`src/rtl/drpi_pkg.sv`:
```
// drpi_pkg: shared constants for the DR-sample parent index pipeline.
// No dependencies.
package drpi_pkg;

  localparam int NODE_W         = 32;  // node and parent index port width
  localparam int LVL_W          = 64;  // random word width
  localparam int INDEX_BITS_DEF = 32;  // default number of index bits used
  localparam int CHUNK_W        = 8;   // level bits reduced per modulo stage

endpackage

```
`src/rtl/drpi_log2.sv`:
```
// drpi_log2: first pipeline stage, bucket count floor(log2(j+1)).
// Depends on drpi_pkg.
module drpi_log2 import drpi_pkg::*; #(
  parameter int JW = 32,
  parameter int LW = 6
) (
  input  logic          clk,
  input  logic          rst_n,
  input  logic          v_in,
  input  logic [JW-1:0] node,
  output logic          v_r,
  output logic          zero_r,
  output logic [LW-1:0] div_r,
  output logic [JW-1:0] j_r
);

  logic [JW:0]   jp1;
  logic [LW-1:0] lg;
  logic          zero_nxt;
  logic [LW-1:0] div_nxt;

  always_comb begin
    jp1 = {1'b0, node} + {{JW{1'b0}}, 1'b1};
    lg  = '0;
    for (int i = 1; i <= JW; i++) begin
      if (jp1[i]) begin
        lg = LW'(i);
      end
    end
    zero_nxt = (node == '0);
    // node zero has no bucket; divide by one so the modulo stays defined
    div_nxt  = zero_nxt ? LW'(1) : lg;
  end

  always_ff @(posedge clk) begin
    if (!rst_n) begin
      v_r <= 1'b0;
    end else begin
      v_r <= v_in;
    end
  end

  always_ff @(posedge clk) begin
    zero_r <= zero_nxt;
    div_r  <= div_nxt;
    j_r    <= node;
  end

endmodule

```
`src/rtl/drpi_mod_stage.sv`:
```
// drpi_mod_stage: one stage of the restoring modulo, CHUNK_W level bits per stage.
// Depends on drpi_pkg.
module drpi_mod_stage import drpi_pkg::*; #(
  parameter int LW = 6
) (
  input  logic               clk,
  input  logic               rst_n,
  input  logic               v_in,
  input  logic [LW-1:0]      div,
  input  logic [LW-1:0]      rem_in,
  input  logic [CHUNK_W-1:0] bits,
  output logic               v_r,
  output logic [LW-1:0]      rem_r
);

  logic [LW:0]   r;
  logic [LW-1:0] rem_nxt;

  always_comb begin
    r = {1'b0, rem_in};
    for (int k = CHUNK_W - 1; k >= 0; k--) begin
      r = {r[LW-1:0], bits[k]};
      // r < 2*div here, one subtract restores
      if (r >= {1'b0, div}) begin
        r = r - {1'b0, div};
      end
    end
    rem_nxt = r[LW-1:0];
  end

  always_ff @(posedge clk) begin
    if (!rst_n) begin
      v_r <= 1'b0;
    end else begin
      v_r <= v_in;
    end
  end

  always_ff @(posedge clk) begin
    rem_r <= rem_nxt;
  end

endmodule

```
`src/rtl/drpi_parent.sv`:
```
// drpi_parent: last stage, offset and parent from bucket g (d = 2^g always).
// Depends on drpi_pkg.
module drpi_parent import drpi_pkg::*; #(
  parameter int JW = 32,
  parameter int LW = 6
) (
  input  logic          clk,
  input  logic          rst_n,
  input  logic          v_in,
  input  logic          zero,
  input  logic [LW-1:0] g,
  input  logic [JW-1:0] j,
  input  logic [JW-1:0] ofs,
  output logic          v_r,
  output logic [JW-1:0] parent_r
);

  logic [JW-1:0] mask;
  logic [JW-1:0] om;
  logic [JW-1:0] add;
  logic [JW-1:0] parent_nxt;

  // g < floor(log2(j+1)) gives 2^g <= j, so min(j, 2^g) is 2^g
  always_comb begin
    mask = (JW'(1) << g) - JW'(1);
    om   = ofs & mask;
    add  = (g <= LW'(2)) ? JW'(2) : (JW'(1) << (g - LW'(1)));
    parent_nxt = zero ? '0 : (j - om - add + JW'(1));
  end

  always_ff @(posedge clk) begin
    if (!rst_n) begin
      v_r <= 1'b0;
    end else begin
      v_r <= v_in;
    end
  end

  always_ff @(posedge clk) begin
    parent_r <= parent_nxt;
  end

endmodule

```
`src/rtl/drsample_parent_index.sv`:
```
// drsample_parent_index: second-parent selector of a depth-robust sampling graph.
// Pipeline: a taken request passes 1 log2 stage, 8 modulo stages of 8 level bits
// each and 1 parent stage, whose registered valid drives out_valid.
// Throughput: one request per cycle while not busy; busy rises in reset, then clears.
// Reset: synchronous active-low rst_n clears all valid bits; data regs are not reset.
// Depends on drpi_pkg, drpi_log2, drpi_mod_stage, drpi_parent.
module drsample_parent_index import drpi_pkg::*; #(
  parameter int INDEX_BITS = INDEX_BITS_DEF
) (
  input  logic              clk,
  input  logic              rst_n,
  input  logic              start,
  output logic              busy,
  input  logic [NODE_W-1:0] in_node_index,
  input  logic [LVL_W-1:0]  in_rand_level,
  input  logic [LVL_W-1:0]  in_rand_offset,
  output logic              out_valid,
  output logic [NODE_W-1:0] out_parent_index
);

  localparam int JW   = (INDEX_BITS < NODE_W) ? INDEX_BITS : NODE_W;
  localparam int LW   = $clog2(JW + 1);
  localparam int NSTG = LVL_W / CHUNK_W;

  logic          busy_r;
  logic          acc;
  logic          v_p    [0:NSTG];
  logic          z_p    [0:NSTG];
  logic [LW-1:0] div_p  [0:NSTG];
  logic [JW-1:0] j_p    [0:NSTG];
  logic [LW-1:0] rem_p  [0:NSTG];
  logic [JW-1:0] ofs_p  [0:NSTG];
  logic [LVL_W-1:0] lvl_p [0:NSTG-1];
  logic [JW-1:0] par;

  always_ff @(posedge clk) begin
    if (!rst_n) begin
      busy_r <= 1'b1;
    end else begin
      busy_r <= 1'b0;
    end
  end

  assign busy = busy_r;
  assign acc  = start & ~busy_r;

  drpi_log2 #(.JW(JW), .LW(LW)) u_log2 (
    .clk    (clk),
    .rst_n  (rst_n),
    .v_in   (acc),
    .node   (in_node_index[JW-1:0]),
    .v_r    (v_p[0]),
    .zero_r (z_p[0]),
    .div_r  (div_p[0]),
    .j_r    (j_p[0])
  );

  always_ff @(posedge clk) begin
    lvl_p[0] <= in_rand_level;
    ofs_p[0] <= in_rand_offset[JW-1:0];
  end

  assign rem_p[0] = '0;

  for (genvar k = 1; k <= NSTG; k++) begin : g_mod
    drpi_mod_stage #(.LW(LW)) u_mod (
      .clk    (clk),
      .rst_n  (rst_n),
      .v_in   (v_p[k-1]),
      .div    (div_p[k-1]),
      .rem_in (rem_p[k-1]),
      .bits   (lvl_p[k-1][LVL_W-1-(k-1)*CHUNK_W -: CHUNK_W]),
      .v_r    (v_p[k]),
      .rem_r  (rem_p[k])
    );

    always_ff @(posedge clk) begin
      z_p[k]   <= z_p[k-1];
      div_p[k] <= div_p[k-1];
      j_p[k]   <= j_p[k-1];
      ofs_p[k] <= ofs_p[k-1];
    end

    if (k < NSTG) begin : g_lvl
      always_ff @(posedge clk) begin
        lvl_p[k] <= lvl_p[k-1];
      end
    end
  end

  drpi_parent #(.JW(JW), .LW(LW)) u_parent (
    .clk      (clk),
    .rst_n    (rst_n),
    .v_in     (v_p[NSTG]),
    .zero     (z_p[NSTG]),
    .g        (rem_p[NSTG]),
    .j        (j_p[NSTG]),
    .ofs      (ofs_p[NSTG]),
    .v_r      (out_valid),
    .parent_r (par)
  );

  assign out_parent_index = NODE_W'(par);

`ifndef SYNTHESIS
  a_busy_in_reset: assert property (@(posedge clk) !rst_n |=> busy)
    else $error("busy low right after reset");
  a_enter: assert property (@(posedge clk) disable iff (!rst_n) acc |=> v_p[0])
    else $error("request lost at pipeline entry");
  a_rem_range: assert property (@(posedge clk) disable iff (!rst_n)
    v_p[NSTG] |-> (rem_p[NSTG] < div_p[NSTG]))
    else $error("bucket not below bucket count");
  a_parent_below: assert property (@(posedge clk) disable iff (!rst_n)
    v_p[NSTG] |=> ((par < $past(j_p[NSTG])) || $past(z_p[NSTG])))
    else $error("parent not earlier than node");
`endif

endmodule
```
`config.mk`:
```
export PLATFORM = sky130hd
export DESIGN_NAME = drsample_parent_index
export DESIGN_NICKNAME = d
export VERILOG_FILES = /design/src/rtl/drpi_pkg.sv /design/src/rtl/drpi_log2.sv /design/src/rtl/drpi_mod_stage.sv /design/src/rtl/drpi_parent.sv /design/src/rtl/drsample_parent_index.sv
export SDC_FILE = /design/constraint.sdc
export NUM_CORES = 2
export LEC_CHECK = 0
export ABC_CLOCK_PERIOD_IN_PS = 22400
export BUFFER_PORTS_ARGS = -buffer_cell sky130_fd_sc_hd__buf_2
export CAP_MARGIN = 25
export CORE_ASPECT_RATIO = 1.75
export CORE_UTILIZATION = 55
export DETAILED_ROUTE_END_ITERATION = 12
export PLACE_DENSITY = 0.71
export SLEW_MARGIN = 30
export SYNTH_ARGS = -nofsm -noshare
export SYNTH_HDL_FRONTEND = slang
export SYNTH_SLANG_ARGS = --single-unit
```
`constraint.sdc`:
```
create_clock -name clk -period 22.4 [get_ports clk]
set_clock_uncertainty 0.05 [all_clocks]
set_input_delay 1.12 -clock clk [delete_from_list [all_inputs] [get_ports clk]]
set_output_delay 1.12 -clock clk [all_outputs]
set_load 0.01 [all_outputs]
```
---- Word level (Yosys, flattened, before mapping) ----
Memory sizes are Yosys's and may differ from the RTL's.
Index checks and enable logic that the tools add are counted.
storage, ports and cells
  logic and storage cells ................. 289
  memories kept ........................... 2
  register bits ........................... 436
  bits in writable memories ............... 800
  bits of input ports ..................... 163
operators by class
  bitwise gates (word level) .............. 3
  reduce and logical (&&, ||, !) cells .... 2
  order comparisons ....................... 65
  $add $sub $neg .......................... 70
  mux-type cells .......................... 98
  shift operators ......................... 2
memories
  name   words  width  read ports  clocked after Yosys merged registers in  wr ports  line                         RTL
  lvl_p  8      64     8           0                                        8         drsample_parent_index.sv:33  logic [LVL_W-1:0] lvl_p [0:NSTG-1];
  ofs_p  9      32     9           0                                        9         drsample_parent_index.sv:32  logic [JW-1:0] ofs_p [0:NSTG];
operators by type and width
  operator                                                                           number
  7-bit by 6-bit >= comparator with 1-bit output                                     63
  6-bit two-way mux                                                                  65
  6-bit subtractor                                                                   63
  5-bit two-way mux                                                                  16
  1-bit by 6-bit left shift with 32-bit output (first input constant)                2
  32-bit subtractor                                                                  2
  32-bit by 1-bit adder with 33-bit output (second input constant)                   1
  32-bit by 1-bit adder with 32-bit output (second input constant)                   1
  32-bit AND                                                                         1
  32-bit logical NOT                                                                 1
  32-bit two-way mux                                                                 1
  4-bit two-way mux                                                                  8
  32-bit by 2-bit subtractor with 32-bit output (second input constant)              1
  3-bit two-way mux                                                                  4
  1-bit by 6-bit >= comparator with 1-bit output                                     1
  6-bit by 2-bit less-or-equal comparator with 1-bit output (second input constant)  1
  1-bit by 6-bit subtractor with 6-bit output                                        1
  6-bit by 1-bit subtractor with 6-bit output (second input constant)                1
  2-bit two-way mux                                                                  2
  1-bit two-way mux                                                                  2
  2-bit OR reduction                                                                 1
  1-bit AND                                                                          1
  1-bit NOT                                                                          1

---- Depth between registers and ports, before layout ----
  depth in word-level cells ............... 33
  mapped depth ............................ 85

---- Hierarchy ----
From an unflattened synthesis, not the netlist that was laid out.
second synthesis, totals
  cell total of the unflattened synthesis .. 4,736
  area, all modules ....................... 48,741.7 sq um
by module, submodules not included
  module                                instances  sequential area each (sq um)  area each (sq um)  cells an instance
  drsample_parent_index                 1          17,677.0                      17,698.2           886
  drpi_mod_stage at g_mod[1].u_mod ...  5          140.1                         2,934.1            362
  drpi_parent                           1          660.6                         4,740.8            593
  drpi_mod_stage at g_mod[5].u_mod      1          140.1                         3,269.4            422
  drpi_mod_stage at g_mod[3].u_mod      1          140.1                         2,905.3            359
  drpi_mod_stage at g_mod[6].u_mod      1          140.1                         2,867.8            338
  drpi_log2                             1          800.8                         2,590.0            328

---- Worst setup path after synthesis ----
OpenSTA, ideal clock, no wires.
  path kind ............................... reg-to-reg
  start point ............................. register div_p[19] (netlist bit)
  end point ............................... register g_mod[6].u_mod.rem_r[1]
  arrival time ............................ 16,367 ps
  stages on the path, launching flop included .. 74
  buffers on the path ..................... 1
  setup slack ............................. 5,862 ps
  data required time ...................... 22,229 ps
  cells stage by stage .................... dfxtp_1 -> inv_1 -> ha_1 -> a21o_1 -> a31oi_1 -> o21ai_2 -> o21ai_0 -> inv_1 -> ha_1 -> nor2b_1 -> o31a_1 -> o31a_1 -> a211oi_1 -> nand2_1 -> o21ai_0 -> inv_1 -> ha_1 -> nor2b_1 -> (+38 left out) -> inv_1 -> ha_1 -> a21oi_1 -> o21ai_0 -> a21o_1 -> a21o_1 -> a211o_1 -> a211oi_4 -> mux2i_1 -> ha_1 -> a21o_1 -> a21o_1 -> a21o_1 -> a21o_1 -> a211oi_1 -> nand2_1 -> mux2i_4 -> mux2_2
between the ends
  cells in the longest elaborated chain, start to end .. 16
ends and longest elaborated chain
  element                                                                             line                                        RTL
  start: declaration                                                                  drsample_parent_index.sv:29                 logic [LW-1:0] div_p [0:NSTG];
  start signal: indexed assignment                                                    drsample_parent_index.sv:79                 div_p[k] <= div_p[k-1];
  6-bit subtractor or 7-bit by 6-bit >= comparator with 1-bit output (tied branches)  drpi_mod_stage.sv:25, drpi_mod_stage.sv:24
  6-bit two-way mux                                                                   drpi_mod_stage.sv:24                        if (r >= {1'b0, div}) begin
  6-bit subtractor or 7-bit by 6-bit >= comparator with 1-bit output (tied branches)  drpi_mod_stage.sv:25, drpi_mod_stage.sv:24
  6-bit two-way mux                                                                   drpi_mod_stage.sv:24
  6-bit subtractor or 7-bit by 6-bit >= comparator with 1-bit output (tied branches)  drpi_mod_stage.sv:25, drpi_mod_stage.sv:24
  6-bit two-way mux                                                                   drpi_mod_stage.sv:24
  6-bit subtractor or 7-bit by 6-bit >= comparator with 1-bit output (tied branches)  drpi_mod_stage.sv:25, drpi_mod_stage.sv:24
  6-bit two-way mux                                                                   drpi_mod_stage.sv:24
  6-bit subtractor or 7-bit by 6-bit >= comparator with 1-bit output (tied branches)  drpi_mod_stage.sv:25, drpi_mod_stage.sv:24
  6-bit two-way mux                                                                   drpi_mod_stage.sv:24
  7-bit by 6-bit >= comparator with 1-bit output or 6-bit subtractor (tied branches)  drpi_mod_stage.sv:24, drpi_mod_stage.sv:25
  6-bit two-way mux                                                                   drpi_mod_stage.sv:24
  7-bit by 6-bit >= comparator with 1-bit output or 6-bit subtractor (tied branches)  drpi_mod_stage.sv:24, drpi_mod_stage.sv:25
  6-bit two-way mux                                                                   drpi_mod_stage.sv:24
  6-bit subtractor or 7-bit by 6-bit >= comparator with 1-bit output (tied branches)  drpi_mod_stage.sv:25, drpi_mod_stage.sv:24
  6-bit two-way mux (*)                                                               drpi_mod_stage.sv:24
  named net g_mod[6].u_mod.r[1]                                                       drpi_mod_stage.sv:16                        logic [LW:0] r;
  end signal: assignment                                                              drpi_mod_stage.sv:40                        rem_r <= rem_nxt;
  end: declaration                                                                    drpi_mod_stage.sv:13                        output logic [LW-1:0] rem_r
The timed path passes the listed nets; every way through them passes the cells marked *.
A chain may end at the register's enable or synchronous reset.

---- Worst setup path in the final report ----
  start point ............................. register div_p[13] (netlist bit)
  end point ............................... register g_mod[7].u_mod.rem_r[5]
between the ends
  cells in the longest elaborated chain, start to end .. 16
ends and longest elaborated chain
  element                                                                             line
  6-bit subtractor or 7-bit by 6-bit >= comparator with 1-bit output (tied branches)  drpi_mod_stage.sv:25, drpi_mod_stage.sv:24
  6-bit two-way mux                                                                   drpi_mod_stage.sv:24
  6-bit subtractor or 7-bit by 6-bit >= comparator with 1-bit output (tied branches)  drpi_mod_stage.sv:25, drpi_mod_stage.sv:24
  6-bit two-way mux                                                                   drpi_mod_stage.sv:24
  6-bit subtractor or 7-bit by 6-bit >= comparator with 1-bit output (tied branches)  drpi_mod_stage.sv:25, drpi_mod_stage.sv:24
  6-bit two-way mux                                                                   drpi_mod_stage.sv:24
  6-bit subtractor or 7-bit by 6-bit >= comparator with 1-bit output (tied branches)  drpi_mod_stage.sv:25, drpi_mod_stage.sv:24
  6-bit two-way mux                                                                   drpi_mod_stage.sv:24
  6-bit subtractor or 7-bit by 6-bit >= comparator with 1-bit output (tied branches)  drpi_mod_stage.sv:25, drpi_mod_stage.sv:24
  6-bit two-way mux                                                                   drpi_mod_stage.sv:24
  7-bit by 6-bit >= comparator with 1-bit output or 6-bit subtractor (tied branches)  drpi_mod_stage.sv:24, drpi_mod_stage.sv:25
  6-bit two-way mux                                                                   drpi_mod_stage.sv:24
  6-bit subtractor or 7-bit by 6-bit >= comparator with 1-bit output (tied branches)  drpi_mod_stage.sv:25, drpi_mod_stage.sv:24
  6-bit two-way mux                                                                   drpi_mod_stage.sv:24
  6-bit subtractor or 7-bit by 6-bit >= comparator with 1-bit output (tied branches)  drpi_mod_stage.sv:25, drpi_mod_stage.sv:24
  6-bit two-way mux (*)                                                               drpi_mod_stage.sv:24
  named net g_mod[7].u_mod.r[5]                                                       drpi_mod_stage.sv:16
  end signal: assignment                                                              drpi_mod_stage.sv:40
  end: declaration                                                                    drpi_mod_stage.sv:13
Marked as above.

==> impl_metrics.env <==
export IMPL_coreArea_um2=81000
export IMPL_antenna_left=0
export IMPL_first_pass_iters=5
export IMPL_cts_buffer_depth=3
export IMPL_slew_headroom_pct=42.8
export IMPL_cts_tree="built"
export IMPL_grt_pass1_vias=31600
export IMPL_placed_area_um2=46900
export IMPL_cp_max_fo=10
export IMPL_grtUsageTotal_pct=22.4
export IMPL_max_freq_mhz=51.2
export IMPL_rows=138
export IMPL_drv_slew=0
export IMPL_final_cell_area_um2=49900
export IMPL_syn_area_um2=45000
export IMPL_min_path_type="flop to flop"
export IMPL_endpoint_kind="flop"
export IMPL_die_w_um=218
export IMPL_cp_start_kind="flop"
export IMPL_dieArea_um2=82900
export IMPL_criticalPathCategory="flop to flop"
export IMPL_numCtsBuffers=85
export IMPL_status="completed"
export IMPL_nFillCells=6665
export IMPL_synth_edf_count=0
export IMPL_clk_pin_slew_ns=0.07
export IMPL_synthDistinctLibCells=106
export IMPL_setup_violations=0
export IMPL_die_height_um=380
export IMPL_gr_total_overflow=0
export IMPL_async_reset_ff_share_pct=0
export IMPL_cts_resized_gates=0
export IMPL_cap_violations=0
export IMPL_io_pins=197
export IMPL_critPathMaxStageDelay_ns=0.76
export IMPL_worstSkewPairLatency_ns=0.69
export IMPL_synth_flop_cell="dfxtp_1"
export IMPL_htreeDepth=3
export IMPL_place_gp_congestion=0.926
export IMPL_synth_cells=4274
export IMPL_ys_ff_latch=1012
export IMPL_cts_hold_buf=0
export IMPL_multiInputGateArea_um2=23300
export IMPL_stdcell_count=5604
export IMPL_start_util_pct=55.5
export IMPL_worstPathRequired_ns=22.89
export IMPL_cts_num_sinks=1012
export IMPL_fin_crit_sh_pct=87.2
export IMPL_antenna_found_initial=14
export IMPL_vias=30800
export IMPL_placed_cells=5441
export IMPL_cts_root_buf="clkbuf_16"
export IMPL_rsz0062_at_grt="no"
export IMPL_post_cts_repair_setup_buffers=0
export IMPL_seq_area_frac_synth_pct=45.1
export IMPL_wirelength_um=92600
export IMPL_hpwl_um=69500
export IMPL_first_iter_violations=1501
export IMPL_finalHoldViolCount=0
export IMPL_seqCellArea_um2=20300
export IMPL_yosysWarnings=0
export IMPL_layout_drive_gt1_share_pct=11.2
export IMPL_cp_arrival_ns=20.03
export IMPL_grt_max_degree=34
export IMPL_syn_nets=4976
export IMPL_tightest_slew_ns=0.834
export IMPL_cp_slowest_cell="dfxtp_1"
export IMPL_syn_to_final_growth_pct=10.9
export IMPL_setup_tns_ns=0
export IMPL_viasPerCell=5.50
export IMPL_synth_avg_cell_area_um2=10.5
export IMPL_drc=0
export IMPL_fin_crit_ns=19.54
export IMPL_nNetsFinal=5180
export IMPL_grt_pass1_wl_um=150000
export IMPL_wl_per_cell_um=16.5
export IMPL_portBuffers=164
layout by cell type, fill, tap and decap left out, types with 41 or more instances in the layout:
cell	Yosys	layout
dfxtp_1	1012	1012
ha_1	445	445
inv_1	315	315
nor2_1	232	232
nand2_1	227	227
o21ai_0	196	196
a21oi_1	195	195
buf_2	6	164
xnor2_1	155	155
a21o_1	150	150
mux2_2	109	109
mux2i_1	103	103
xor2_1	100	100
fa_1	94	94
clkbuf_16	0	86
nor2b_1	84	84
nand3_1	64	64
nand2b_1	55	55
o21a_1	52	52
nor3_1	50	49
and3_1	41	41
final timing paths:
kind | startpoint | endpoint | slack (ns) | depth (start not counted)
setup / recovery | div_p[13] | g_mod[7].u_mod.rem_r[5] | 2.86 | 79
hold / removal | j_p[230] | j_p[198] | 0.26 | 0
setup reg to reg | div_p[13] | g_mod[7].u_mod.rem_r[5] | 2.86 | 79
hold reg to reg | j_p[230] | j_p[198] | 0.26 | 0
final cells by class:
class | count | area share, %
flip-flops and latches | 1012 | 40.6
repair buffers | 172 | 1.77
diodes | 11 | 0.0552
clock buffers | 109 | 4.79
clock inverters | 43 | 1.08
well taps | 1050 | 2.63
inverters | 315 | 2.37
multi-input cells | 2892 | 46.7
synthesized netlist by cell type (all sizes together), types with 40 or more instances:
library cell | number | area (um^2)
xor2 | 100 | 876
nand2 | 227 | 852
o21ai | 205 | 1040
nor2 | 232 | 871
nor3 | 53 | 287
ha | 445 | 5570
a21oi | 196 | 985
dfxtp | 1012 | 20300
inv | 315 | 1180
nand3 | 64 | 320
o21a | 52 | 390
clkbuf | 40 | 150
xnor2 | 155 | 1360
nand2b | 56 | 353
a21o | 150 | 1130
and3 | 41 | 257
mux2i | 110 | 1150
nor2b | 85 | 534
mux2 | 114 | 1290
fa | 94 | 1880
metal layers:
metal	vias to the layer above	share of wire [%]	routed length [um]	track usage [%]
met5	-	0.037	34	0
met4	6	5.1	4690	12.4
met3	296	4.2	3850	3.72
met2	627	54	49700	43.3
met1	14400	37	34300	22.1
li1	15500	-	-	-
through the flow:
stage	utilization, %	setup slack (ns)	hold WS [ns]
global placement	57.9	3.30	0.259
global route	61.6	1.16	0.265
floorplan	-	5.86	0.260
finish	61.6	2.86	0.260
CTS	61.5	2.84	0.261
detailed placement	57.9	2.97	0.262
kinds of logic (layout without fill, tap and decap cells):
family	Yosys count	count (layout)	synth area share, %
flops	1012	1012	45.1
other cells	1	12	0.00834
xor+xnor	255	255	4.97
fa+ha+maj	539	539	16.6
compound gates	933	933	14.2
buf+inv	370	639	3.16
mux	224	224	5.45
simple gates	940	940	10.5
critical path, delay by kind of cell, from the launching register on:
family          cells  cell delay, ns
compound gates     42           11.13
simple gates       18            3.00
fa+ha+maj           8            2.53
buf+inv             8            1.20
flops               1            0.76
mux                 3            0.72
sequential cells by signal, summed over array words and instances (netlist names):
register           count
lvl_p                288
ofs_p                288
j_p                  256
g_mod.u_mod.rem_r     48
div_p                 42
u_log2.j_r            32
u_parent.parent_r     32
g_mod.u_mod.v_r        8
z_p                    8
u_log2.div_r           6
busy                   1
u_log2.v_r             1
u_log2.zero_r          1
u_parent.v_r           1
Power is left out: the tool's default activity adds up to more than one toggle a clock period on the data nets, which glitch-free logic cannot reach.
